==> src/rtl/core/interval_slot_allocator_with_quotas_unit_defines.svh <==
// ----------------------------------------------------------------------------
// Interval slot allocator assertion macros
// Concurrent check wrappers, compiled out for synthesis.
// ----------------------------------------------------------------------------
`ifndef INTERVAL_SLOT_ALLOCATOR_WITH_QUOTAS_UNIT_DEFINES_SVH
`define INTERVAL_SLOT_ALLOCATOR_WITH_QUOTAS_UNIT_DEFINES_SVH

`ifndef SYNTHESIS
`define ISAQ_ASSERT(lbl, prop, msg) \
   lbl: assert property (@(posedge clock) disable iff (reset) prop) else $error(msg);
`define ISAQ_ASSERT_ALWAYS(lbl, prop, msg) \
   lbl: assert property (@(posedge clock) prop) else $error(msg);
`else
`define ISAQ_ASSERT(lbl, prop, msg)
`define ISAQ_ASSERT_ALWAYS(lbl, prop, msg)
`endif

`endif

==> src/rtl/core/isaq_pkg.sv <==
// ----------------------------------------------------------------------------
// Interval slot allocator package
// Transfer types, request kinds and status codes.
// ----------------------------------------------------------------------------
package isaq_pkg;

   localparam logic REQ_SET_QUOTA = 1'b0;
   localparam logic REQ_RESERVE   = 1'b1;

   typedef enum logic [2:0] {
      ST_OK           = 3'd0,
      ST_BAD_INTERVAL = 3'd1,
      ST_BAD_CATEGORY = 3'd2,
      ST_NO_QUOTA     = 3'd3,
      ST_CONFLICT     = 3'd4,
      ST_FULL_OR_SET  = 3'd5
   } status_type;

   typedef struct packed {
      logic       req_type;
      logic [4:0] start_hour;
      logic [4:0] end_hour;
      logic [4:0] category_id;
      logic [7:0] quota_value;
   } req_type_t_type;

   typedef struct packed {
      logic        accepted;
      logic [2:0]  status_code;
      logic [4:0]  free_slot_count;
      logic [23:0] occupancy_map;
   } rsp_type;

   typedef struct packed {
      logic take;
      logic load;
   } upd_type;

endpackage

==> src/rtl/core/isaq_eval.sv <==
// ----------------------------------------------------------------------------
// Interval slot allocator evaluation
// Checks one item against the map, free count and quota and forms the result.
// ----------------------------------------------------------------------------
module isaq_eval #(
   parameter int NUM_SLOTS      = 24,
   parameter int NUM_CATEGORIES = 16,
   parameter int QUOTA_WIDTH    = 8,
   parameter int FREE_W         = 5
) (
   input  isaq_pkg::req_type_t_type req,
   input  logic [QUOTA_WIDTH-1:0]   quota_rd,
   input  logic [NUM_SLOTS-1:0]     map,
   input  logic [FREE_W-1:0]        free,
   output isaq_pkg::rsp_type        rsp,
   output isaq_pkg::upd_type        upd,
   output logic [NUM_SLOTS-1:0]     map_next,
   output logic [FREE_W-1:0]        free_next
);

   localparam int CNT_W = (FREE_W > 5) ? FREE_W : 5;

   logic                 cat_ok;
   logic                 span_ok;
   logic                 conflict;
   logic [NUM_SLOTS-1:0] mask;
   logic [4:0]           len;
   logic [CNT_W-1:0]     free_ext;
   logic [CNT_W-1:0]     len_ext;
   logic [CNT_W-1:0]     diff;
   isaq_pkg::status_type status;

   always_comb begin
      for (int i = 0; i < NUM_SLOTS; i++) begin
         mask[i] = (7'(i) >= {2'b00, req.start_hour}) && (7'(i) < {2'b00, req.end_hour});
      end
   end

   assign cat_ok   = (req.category_id != 5'd0)
                  && ({4'b0000, req.category_id} <= 9'(NUM_CATEGORIES));
   assign span_ok  = (req.start_hour < req.end_hour)
                  && ({2'b00, req.end_hour} <= 7'(NUM_SLOTS));
   assign conflict = |(map & mask);
   assign len      = req.end_hour - req.start_hour;
   assign free_ext = CNT_W'(free);
   assign len_ext  = CNT_W'(len);
   assign diff     = (free_ext >= len_ext) ? (free_ext - len_ext) : '0;

   always_comb begin
      upd.take = 1'b0;
      upd.load = 1'b0;
      status   = isaq_pkg::ST_OK;
      priority if (req.req_type == isaq_pkg::REQ_SET_QUOTA) begin
         if (cat_ok) begin
            upd.load = 1'b1;
            status   = isaq_pkg::ST_FULL_OR_SET;
         end else begin
            status   = isaq_pkg::ST_BAD_CATEGORY;
         end
      end else if (free == '0) begin
         status = isaq_pkg::ST_FULL_OR_SET;
      end else if (!span_ok) begin
         status = isaq_pkg::ST_BAD_INTERVAL;
      end else if (!cat_ok) begin
         status = isaq_pkg::ST_BAD_CATEGORY;
      end else if (quota_rd == '0) begin
         status = isaq_pkg::ST_NO_QUOTA;
      end else if (conflict) begin
         status = isaq_pkg::ST_CONFLICT;
      end else begin
         upd.take = 1'b1;
         status   = isaq_pkg::ST_OK;
      end
   end

   assign map_next  = upd.take ? (map | mask) : map;
   assign free_next = upd.take ? FREE_W'(diff) : free;

   assign rsp.accepted        = upd.take;
   assign rsp.status_code     = status;
   assign rsp.free_slot_count = 5'(free_next);
   assign rsp.occupancy_map   = 24'(map_next);

endmodule

==> src/rtl/core/interval_slot_allocator_with_quotas_unit.sv <==
// ----------------------------------------------------------------------------
// Interval slot allocator with per-category quotas
// Request and result channels use valid/ready. Each request transfer either
// loads a category quota or reserves hour slots [start_hour, end_hour) of the
// day for a category; every request yields exactly one result transfer with
// status, free slot count and occupancy map after that request.
// An accepted request passes through the input register, then the result
// register, before it is offered on rsp_valid.
// Throughput: one request per cycle unless the receiver stalls; the quota table
// read at acceptance and the check/update between the two registers set it.
// A write to the same category by the item ahead is forwarded to the read.
// While the receiver stalls the result register holds and the input register
// still takes one more request; req_ready drops only when both are full.
// Reset clears the map, sets the free count to NUM_SLOTS and marks every quota
// entry unwritten (reads as zero); no clearing pass is needed.
// ----------------------------------------------------------------------------
`include "interval_slot_allocator_with_quotas_unit_defines.svh"

module interval_slot_allocator_with_quotas_unit #(
   parameter int NUM_SLOTS      = 24,
   parameter int NUM_CATEGORIES = 16,
   parameter int QUOTA_WIDTH    = 8
) (
   input  logic                     clock,
   input  logic                     reset,
   input  logic                     req_valid,
   output logic                     req_ready,
   input  isaq_pkg::req_type_t_type req_data,
   output logic                     rsp_valid,
   input  logic                     rsp_ready,
   output isaq_pkg::rsp_type        rsp_data
);

   localparam int FREE_W = $clog2(NUM_SLOTS + 1);
   localparam int IDX_W  = (NUM_CATEGORIES > 1) ? $clog2(NUM_CATEGORIES) : 1;

   logic                     in_vld_ff;
   isaq_pkg::req_type_t_type in_req_ff;
   logic [QUOTA_WIDTH-1:0]   in_quota_ff;
   logic                     rsp_vld_ff;
   isaq_pkg::rsp_type        rsp_ff;
   logic [NUM_SLOTS-1:0]     map_ff;
   logic [FREE_W-1:0]        free_ff;
   logic [NUM_CATEGORIES-1:0] quota_vld_ff;
   logic [QUOTA_WIDTH-1:0]   quota_mem [NUM_CATEGORIES];

   logic                     advance;
   logic                     req_fire;
   logic [IDX_W-1:0]         rd_idx;
   logic [IDX_W-1:0]         wr_idx;
   logic                     wr_en;
   logic [QUOTA_WIDTH-1:0]   wr_data;
   isaq_pkg::rsp_type        rsp_in;
   isaq_pkg::upd_type        upd;
   logic [NUM_SLOTS-1:0]     map_in;
   logic [FREE_W-1:0]        free_in;

   assign advance   = in_vld_ff && (!rsp_vld_ff || rsp_ready);
   assign req_ready = !in_vld_ff || advance;
   assign req_fire  = req_valid && req_ready;

   assign rd_idx  = IDX_W'(req_data.category_id - 5'd1);
   assign wr_idx  = IDX_W'(in_req_ff.category_id - 5'd1);
   assign wr_en   = advance && (upd.take || upd.load);
   assign wr_data = upd.load ? QUOTA_WIDTH'(in_req_ff.quota_value)
                             : (in_quota_ff - QUOTA_WIDTH'(1));

   isaq_eval #(
      .NUM_SLOTS      (NUM_SLOTS),
      .NUM_CATEGORIES (NUM_CATEGORIES),
      .QUOTA_WIDTH    (QUOTA_WIDTH),
      .FREE_W         (FREE_W)
   ) u_eval (
      .req       (in_req_ff),
      .quota_rd  (in_quota_ff),
      .map       (map_ff),
      .free      (free_ff),
      .rsp       (rsp_in),
      .upd       (upd),
      .map_next  (map_in),
      .free_next (free_in)
   );

   // control state
   always_ff @(posedge clock) begin
      if (reset) begin
         in_vld_ff    <= 1'b0;
         rsp_vld_ff   <= 1'b0;
         map_ff       <= '0;
         free_ff      <= FREE_W'(NUM_SLOTS);
         quota_vld_ff <= '0;
      end else begin
         if (req_fire) begin
            in_vld_ff <= 1'b1;
         end else if (advance) begin
            in_vld_ff <= 1'b0;
         end
         if (advance) begin
            rsp_vld_ff <= 1'b1;
            map_ff     <= map_in;
            free_ff    <= free_in;
         end else if (rsp_ready) begin
            rsp_vld_ff <= 1'b0;
         end
         if (wr_en) begin
            quota_vld_ff[wr_idx] <= 1'b1;
         end
      end
   end

   // payload: input register with quota read, result register, quota table
   always_ff @(posedge clock) begin
      if (req_fire) begin
         in_req_ff <= req_data;
         if (wr_en && (wr_idx == rd_idx)) begin
            in_quota_ff <= wr_data;
         end else if (quota_vld_ff[rd_idx]) begin
            in_quota_ff <= quota_mem[rd_idx];
         end else begin
            in_quota_ff <= '0;
         end
      end
      if (advance) begin
         rsp_ff <= rsp_in;
      end
      if (wr_en) begin
         quota_mem[wr_idx] <= wr_data;
      end
   end

   assign rsp_valid = rsp_vld_ff;
   assign rsp_data  = rsp_ff;

   `ISAQ_ASSERT(a_free_tracks_map, ($countones(map_ff) + int'(free_ff)) == NUM_SLOTS, "free count out of step with map")
   `ISAQ_ASSERT(a_map_only_grows, 1'b1 |=> ((map_ff & $past(map_ff)) == $past(map_ff)), "slot released")
   `ISAQ_ASSERT(a_accept_means_ok, rsp_valid |-> (rsp_data.accepted == (rsp_data.status_code == isaq_pkg::ST_OK)), "accepted flag and status disagree")
   `ISAQ_ASSERT_ALWAYS(a_ready_when_empty, !in_vld_ff |-> req_ready, "ready low with empty input register")

endmodule
==> config.mk <==
export PLATFORM = sky130hd
export DESIGN_NAME = interval_slot_allocator_with_quotas_unit
export DESIGN_NICKNAME = d
export VERILOG_FILES = /design/src/rtl/core/isaq_pkg.sv /design/src/rtl/core/isaq_eval.sv /design/src/rtl/core/interval_slot_allocator_with_quotas_unit.sv
export VERILOG_INCLUDE_DIRS = /design/src /design/src/rtl/core
export SDC_FILE = /design/constraint.sdc
export NUM_CORES = 1
export LEC_CHECK = 0
export BUFFER_PORTS_ARGS = -buffer_cell sky130_fd_sc_hd__buf_4
export CORE_UTILIZATION = 30
export DETAILED_ROUTE_END_ITERATION = 10
export PLACE_DENSITY_LB_ADDON = 0.08
export SYNTH_ARGS = -nofsm -noshare
export SYNTH_HDL_FRONTEND = slang
export SYNTH_SLANG_ARGS = --single-unit
==> constraint.sdc <==
create_clock -name clock -period 5.85 [get_ports clock]
set_input_delay 0.2925 -clock clock [delete_from_list [all_inputs] [get_ports clock]]
set_output_delay 0.2925 -clock clock [all_outputs]
set_load 0.02 [all_outputs]
Yosys cells after proc, flatten, opt, wreduce, memory -nomap -nowiden
Memories as Yosys holds them, arrays and structs flattened.
Cells that the tools add are included.
- add/sub/neg operators: 5
- $lt $le $gt $ge: 55
- eq/ne operators: 1
- multiplexer cells: 31
- bitwise gates (word level): 3
- reductions and logical operators: 42
- operators by type and width (operator ; number):
    $ge 4x5->1 const A ; 8
    $ge 5x5->1 const A ; 8
    $lt 4x5->1 const A ; 8
    $lt 5x5->1 const A ; 8
    $logic_and 1x1->1 ; 31
    $and 24x24->24 ; 1
    $mux 24 ; 1
    $mux 8 ; 3
    $or 24x24->24 ; 1
    $reduce_or 24->1 ; 1
    $mux 3 ; 7
    $ge 3x5->1 const A ; 4
    $lt 3x5->1 const A ; 4
    $mux 1 ; 16
    $or 16x16->16 ; 1
    $ge 1x5->1 const A ; 2
    $ge 2x5->1 const A ; 2
    $le 5x5->1 const B ; 2
    $lt 1x5->1 const A ; 2
    $lt 2x5->1 const A ; 2
    $lt 4x5->1 const B ; 2
    $mux 5 ; 2
    $sub 5x5->5 ; 2
    $logic_not 8->1 ; 1
    other kinds (13) ; 18
- bits in registers: 112
- memory bits (writable): 128
- input bits: 28
- memories kept: 1
- memories (memory ; words ; bits a word ; rd ports ; clocked after Yosys merged registers in ; write ports ; line ; RTL):
    quota_mem ; 16 ; 8 ; 1 ; 0 ; 1 ; interval_slot_allocator_with_quotas_unit.sv:45 ; logic [QUOTA_WIDTH-1:0] quota_mem [NUM_CATEGORIES];

Longest topological paths before layout
- word-level depth: 14
- gate-level depth with buffers: 15
- depth with buffers taken out: 14

Hierarchy
From an unflattened synthesis, not the netlist that was laid out.
- cells, all modules: 846
- area total of the unflattened synthesis: 11029.3 µm²
- modules (own cells, without submodules) (module ; instances ; cells each ; area an instance (µm²) ; sequential area each (µm²)):
    interval_slot_allocator_with_quotas_unit ; 1 ; 597 ; 9305.2 ; 6736.5
    isaq_eval ; 1 ; 249 ; 1724.2 ; 0.0

Worst setup path before layout
OpenSTA, ideal clock, no wires.
- path kind: register -> register
- start: register in_req_ff[16] (netlist bit)
- end: memory quota_mem[0][0] (enable)
- data arrival time: 2720 ps
- data required time: 5518 ps
- slack: 2799 ps
- stages on the path, launching flop included: 11
- path buffers: 2
- period minus slack after synthesis: 3051 ps
- cell sequence: edfxtp_1 > buf_6 > or3_4 > o2111ai_1 > o31a_1 > nand4_1 > or4_4 > nor2_8 > buf_6 > o2111a_1 > and2_1
- cells in the longest elaborated chain, start to end: 14
- elaborated cells on any way between the ends: 63
- ends and longest elaborated chain (item ; line ; RTL):
    from (decl) ; interval_slot_allocator_with_quotas_unit.sv:38 ; isaq_pkg::req_type_t_type in_req_ff;
    from (signal assigned) ; interval_slot_allocator_with_quotas_unit.sv:114 ; in_req_ff <= req_data;
    $lt 1x5->1, or another cell as far along ; isaq_eval.sv:35 ; mask[i] = (7'(i) >= {2'b00, req.start_hour}) && (7'(i) < {2'b00, req.end_hour});
    $logic_and 1x1->1 ; isaq_eval.sv:35 ;
    $and 24x24->24 ; isaq_eval.sv:43 ; assign conflict = |(map & mask);
    $reduce_or 24->1 ; isaq_eval.sv:43 ;
    $mux 1 ; isaq_eval.sv:68 ; end else if (conflict) begin
    $mux 1 ; isaq_eval.sv:66 ; end else if (quota_rd == '0) begin
    $mux 1 ; isaq_eval.sv:64 ; end else if (!cat_ok) begin
    $mux 1 (*) ; isaq_eval.sv:62 ; end else if (!span_ok) begin
    $mux 1 (*) ; isaq_eval.sv:60 ; end else if (free == '0) begin
    $mux 1 (*) ; isaq_eval.sv:53 ; priority if (req.req_type == isaq_pkg::REQ_SET_QUOTA) begin
    $logic_or 1x1->1 (*) ; interval_slot_allocator_with_quotas_unit.sv:64 ; assign wr_en = advance && (upd.take || upd.load);
    $logic_and 1x1->1 (*) ; interval_slot_allocator_with_quotas_unit.sv:64 ;
    $mux 1 (*) ; interval_slot_allocator_with_quotas_unit.sv:126 ; if (wr_en) begin
    $mux 1 (implied by the code) (*) ; interval_slot_allocator_with_quotas_unit.sv:127 ; quota_mem[wr_idx] <= wr_data;
    to (decl) ; interval_slot_allocator_with_quotas_unit.sv:45 ;
Every way passes the cells marked *; elsewhere a longest branch is shown, timed or not.

Worst setup path after layout
- start: register in_req_ff[22] (netlist bit)
- end: memory quota_mem[1][0] (enable)
- cells in the longest elaborated chain, start to end: 14
- elaborated cells on any way between the ends: 62
- ends and longest elaborated chain (item ; line):
    $ge 1x5->1, or another cell as far along ; isaq_eval.sv:35
    $logic_and 1x1->1 ; isaq_eval.sv:35
    $and 24x24->24 ; isaq_eval.sv:43
    $reduce_or 24->1 ; isaq_eval.sv:43
    $mux 1 ; isaq_eval.sv:68
    $mux 1 ; isaq_eval.sv:66
    $mux 1 ; isaq_eval.sv:64
    $mux 1 (*) ; isaq_eval.sv:62
    $mux 1 (*) ; isaq_eval.sv:60
    $mux 1 (*) ; isaq_eval.sv:53
    $logic_or 1x1->1 (*) ; interval_slot_allocator_with_quotas_unit.sv:64
    $logic_and 1x1->1 (*) ; interval_slot_allocator_with_quotas_unit.sv:64
    $mux 1 (*) ; interval_slot_allocator_with_quotas_unit.sv:126
    $mux 1 (implied by the code) (*) ; interval_slot_allocator_with_quotas_unit.sv:127
Marks and branches as above.

==> flow_metrics.py <==
metrics = {
    "power": {
        "p_leak_nw": 4.527,
        "max-vdd-ir-drop_mv": 0.1934,
        "powerDensity_nw_per_um2": 318.6,
        "power.total_mw": 4.124,
    },
    "synth": {
        "async_reset_ff_frac": 0,
        "postSynthCellCount": 770,
        "adder_cell_fraction_of_synth_area": 0.02438,
        "number_of_different_library_cells_in_the_post_synthesis_netlist": 78,
        "warnings_synthesis": 0,
        "largest_family_of_logic_cells_by_synthesized_area": "compound AO/OA/AOI/OAI gates",
        "synthesis.nets": 818,
        "post_synth_instance_area_um2": 10880,
        "ys_ff_latch": 240,
        "synthSimpleGateAreaFrac": 0.07856,
        "synth_enable_flop_cells": 193,
        "synthFlopType": "edfxtp_1",
        "synthXorXnorAreaFrac": 0.01852,
        "synth_compound_area_frac": 0.1136,
        "post_synth.cell_area_avg_um2": 14.13,
        "synth_seq_area_share": 0.6193,
        "share_of_cell_area_taken_by_muxes_after_synthesis": 0.1063,
    },
    "clocking": {
        "cts.sink_count": 240,
        "total_cts_buffers": 27,
        "insertion_delay_ns": 0.54,
        "clock_tree.htree_level_count": 1,
        "ctsRootBufferMaster": "clkbuf_16",
        "cts_tree": "done",
        "ctsLongestPathBuffers": 3,
        "clk_transition_reported_paths_ns": 0.06,
    },
    "layout": {
        "fill_cells": 3390,
        "diodes": 0,
        "finish.net_count": 906,
        "layout.cells.most_common": "edfxtp_1",
        "layout.cells.most_common_list": "edfxtp_1 (193), buf_4 (76), nand2_1 (56)",
        "area.growth.synth_to_final_pct": 18.99,
        "layout-drive-gt1-share": 0.2267,
        "multi_input_combinational_cell_area_um2": 3725,
        "post-route-cell-area_um2": 12940,
        "register_area_um2": 6736,
    },
    "setup_path": {
        "critPathKind": "reg -> reg",
        "reg2reg_from": "in_req_ff[22]$_DFFE_PP_",
        "critPathArrivalTime_ns": 4.45,
        "crit_path_start_kind": "flip-flop",
        "crit_required_ns": 6.05,
        "timing.critical_path.from": "in_req_ff[22]$_DFFE_PP_",
        "path_max_fanout": 30,
        "setup.worst_path.end_class": "flip-flop",
    },
    "detailed_routing": {
        "detail_route.vias_per_cell": 5.108,
        "detailedRoute.firstPassIterationCount": 8,
        "antenna_left": 0,
        "dr_total_vias": 6839,
        "total_routed_wirelength_um": 30900,
        "drt-wirelength-per-cell_um": 23.08,
        "drc": 2,
        "initialDrtViolationCount": 509,
    },
    "floorplan": {
        "fp-row-count": 69,
        "die-width_um": 192.4,
        "io_pins": 63,
        "die_height_um": 192.4,
        "fp.dieArea_um2": 37030,
        "initial_utilization": 0.3051,
        "core_region_area_um2": 35660,
    },
    "run": {
        "number_of_maximum_capacitance_constraint_violations": 0,
    },
    "placement": {
        "placed_cell_area_um2": 11810,
        "placed_wire_length_estimate_after_detailed_placement_um": 20680,
        "detailedPlace.worstSlack_ns": 1.655,
        "numPortBuffers": 62,
        "globalplace.congestion": 0.8283,
    },
    "min_path": {
        "holdCritStartpoint": "rsp_ready",
        "timing.hold.worst.class": "in -> reg",
    },
    "timing": {
        "worst_slew_pin_slew_ns": 0.9389,
        "finalClockSkew_ns": 0.01194,
        "post_layout_minimum_cycle_time_ns": 4.249,
        "final-setup-viol-count": 0,
        "max_freq_mhz": 235.3,
        "grt_setup_unrepaired": "false",
        "finalHoldViolations": 0,
        "min_period_over_period": 0.7264,
        "max-slew-margin-rel": 0.3741,
        "postLayoutSetupSlackWorst_ns": 1.601,
        "whs_ns": 0.06582,
        "setup-tns-final_ns": 0,
        "final-max-slew-violation-count": 0,
    },
    "global_routing": {
        "globalRoute.totalOverflow": 0,
        "grt_pass1_wl_um": 46280,
        "antenna_violations_before_repair": 0,
        "grt_pass1_vias": 7016,
        "maximum_number_of_pins_on_one_net_before_global_route_repair": 55,
        "grt_use_total": 0.1711,
    },
    "run_status": {
        "failed_checks": "design-rule violations",
        "result_of_the_run": "finished, violations left",
    },
}
cells by family (layout without fill, tap and decap cells):
logic type | after synthesis | after routing
AO/OA/AOI/OAI | 156 | 156
XOR/XNOR | 23 | 23
adder cells (fa/ha/maj) | 20 | 20
buffers and inverters | 94 | 202
flip-flops | 240 | 240
multiplexers | 68 | 68
AND/OR/NAND/NOR | 169 | 169
power breakdown:
group          total (mW)  internal [mW]  leakage [nW]  switching [mW]
registers            1.95           1.91          2.17          0.0373
clock network        1.72           1.04         0.435           0.674
logic               0.459          0.170          1.92           0.289
total                4.12           3.12          4.53            1.00
timing repair:
action | CTS | global route
setup buffers | 0 | 0
setup endpoints to repair | 0 | 0
hold buffers | 24 | 0
gates resized for setup | 0 | 0
endpoints found under the hold margin | 24 | 0
state kept, by name (all words and copies together), names as in the netlist:
| register | count |
|---|---|
| free_ff | 5 |
| in_quota_ff | 8 |
| in_req_ff | 24 |
| in_vld_ff | 1 |
| map_ff | 24 |
| quota_mem | 128 |
| quota_vld_ff | 16 |
| rsp_data | 33 |
| rsp_valid | 1 |
cell usage after synthesis (all sizes together), types with 3 or more instances:
cell type	n	area, um2
a211oi	3	22.52
a21o	8	60.06
a21oi	18	90.09
a22oi	3	22.52
a31o	5	43.79
a31oi	9	56.30
and2	21	131.4
buf	28	180.2
clkbuf	13	48.80
dfxtp	47	940.9
edfxtp	193	5796
ha	18	225.2
inv	52	195.2
mux2	20	225.2
mux2i	12	120.1
mux4	36	810.8
nand2	57	216.5
nand2b	6	37.54
nand3	4	20.02
nor2	42	178.9
nor2b	6	37.54
nor3	12	71.32
nor4	4	31.28
o2111a	5	56.30
o2111ai	3	43.80
o211a	9	90.09
o21a	3	22.52
o21ai	29	145.1
o21bai	6	45.04
o22ai	6	37.54
o32ai	23	246.5
o41ai	3	48.80
or2	5	31.28
or3	5	36.28
xnor2	13	113.9
xor2	10	87.58
per-stage QoR:
step,util,cells
after CTS,0.3630,1339
after detailed placement,0.3312,1266
after global routing,0.3630,1339
final,0.3630,1339
after global placement,0.3312,1266
after floorplan,-,770
metal layers:
metal / vias to the layer above / track usage / routed length, um
li1: 3126 / - / -
met1: 3484 / 0.2425 / 14500
met2: 183 / 0.2701 / 14190
met3: 46 / 0.02691 / 1491
met4: 0 / 0.04724 / 723
met5: - / 0 / 0
cell type report:
type | instances | share of cell area
clock buffers | 40 | 0.05993
clock inverters | 9 | 0.009280
inverters | 53 | 0.01537
multi-input cells | 436 | 0.2878
flip-flops and latches | 240 | 0.5204
well taps | 461 | 0.04456
repair buffers | 100 | 0.06264
final timing paths:
check / endpoint / slack (ns) / cells after the start
min reg2reg: quota_vld_ff[13]$_SDFFE_PP0P_ / 0.46 / 2
min: rsp_valid$_SDFFE_PP0P_ / 0.07 / 4
max: quota_mem[1][0]$_DFFE_PP_ / 1.60 / 8
max reg2reg: quota_mem[1][0]$_DFFE_PP_ / 1.60 / 8
critical path: stages (launching register included):
cell and delay, ns:
edfxtp_1 0.82, inv_1 0.33, o2bb2ai_1 0.42, o221a_2 0.27, nand4_1 0.10, or4_4 0.62, nor2_8 0.54, o2111a_1 0.43
and2_1 0.38
Power figures use the tool's default switching activity.
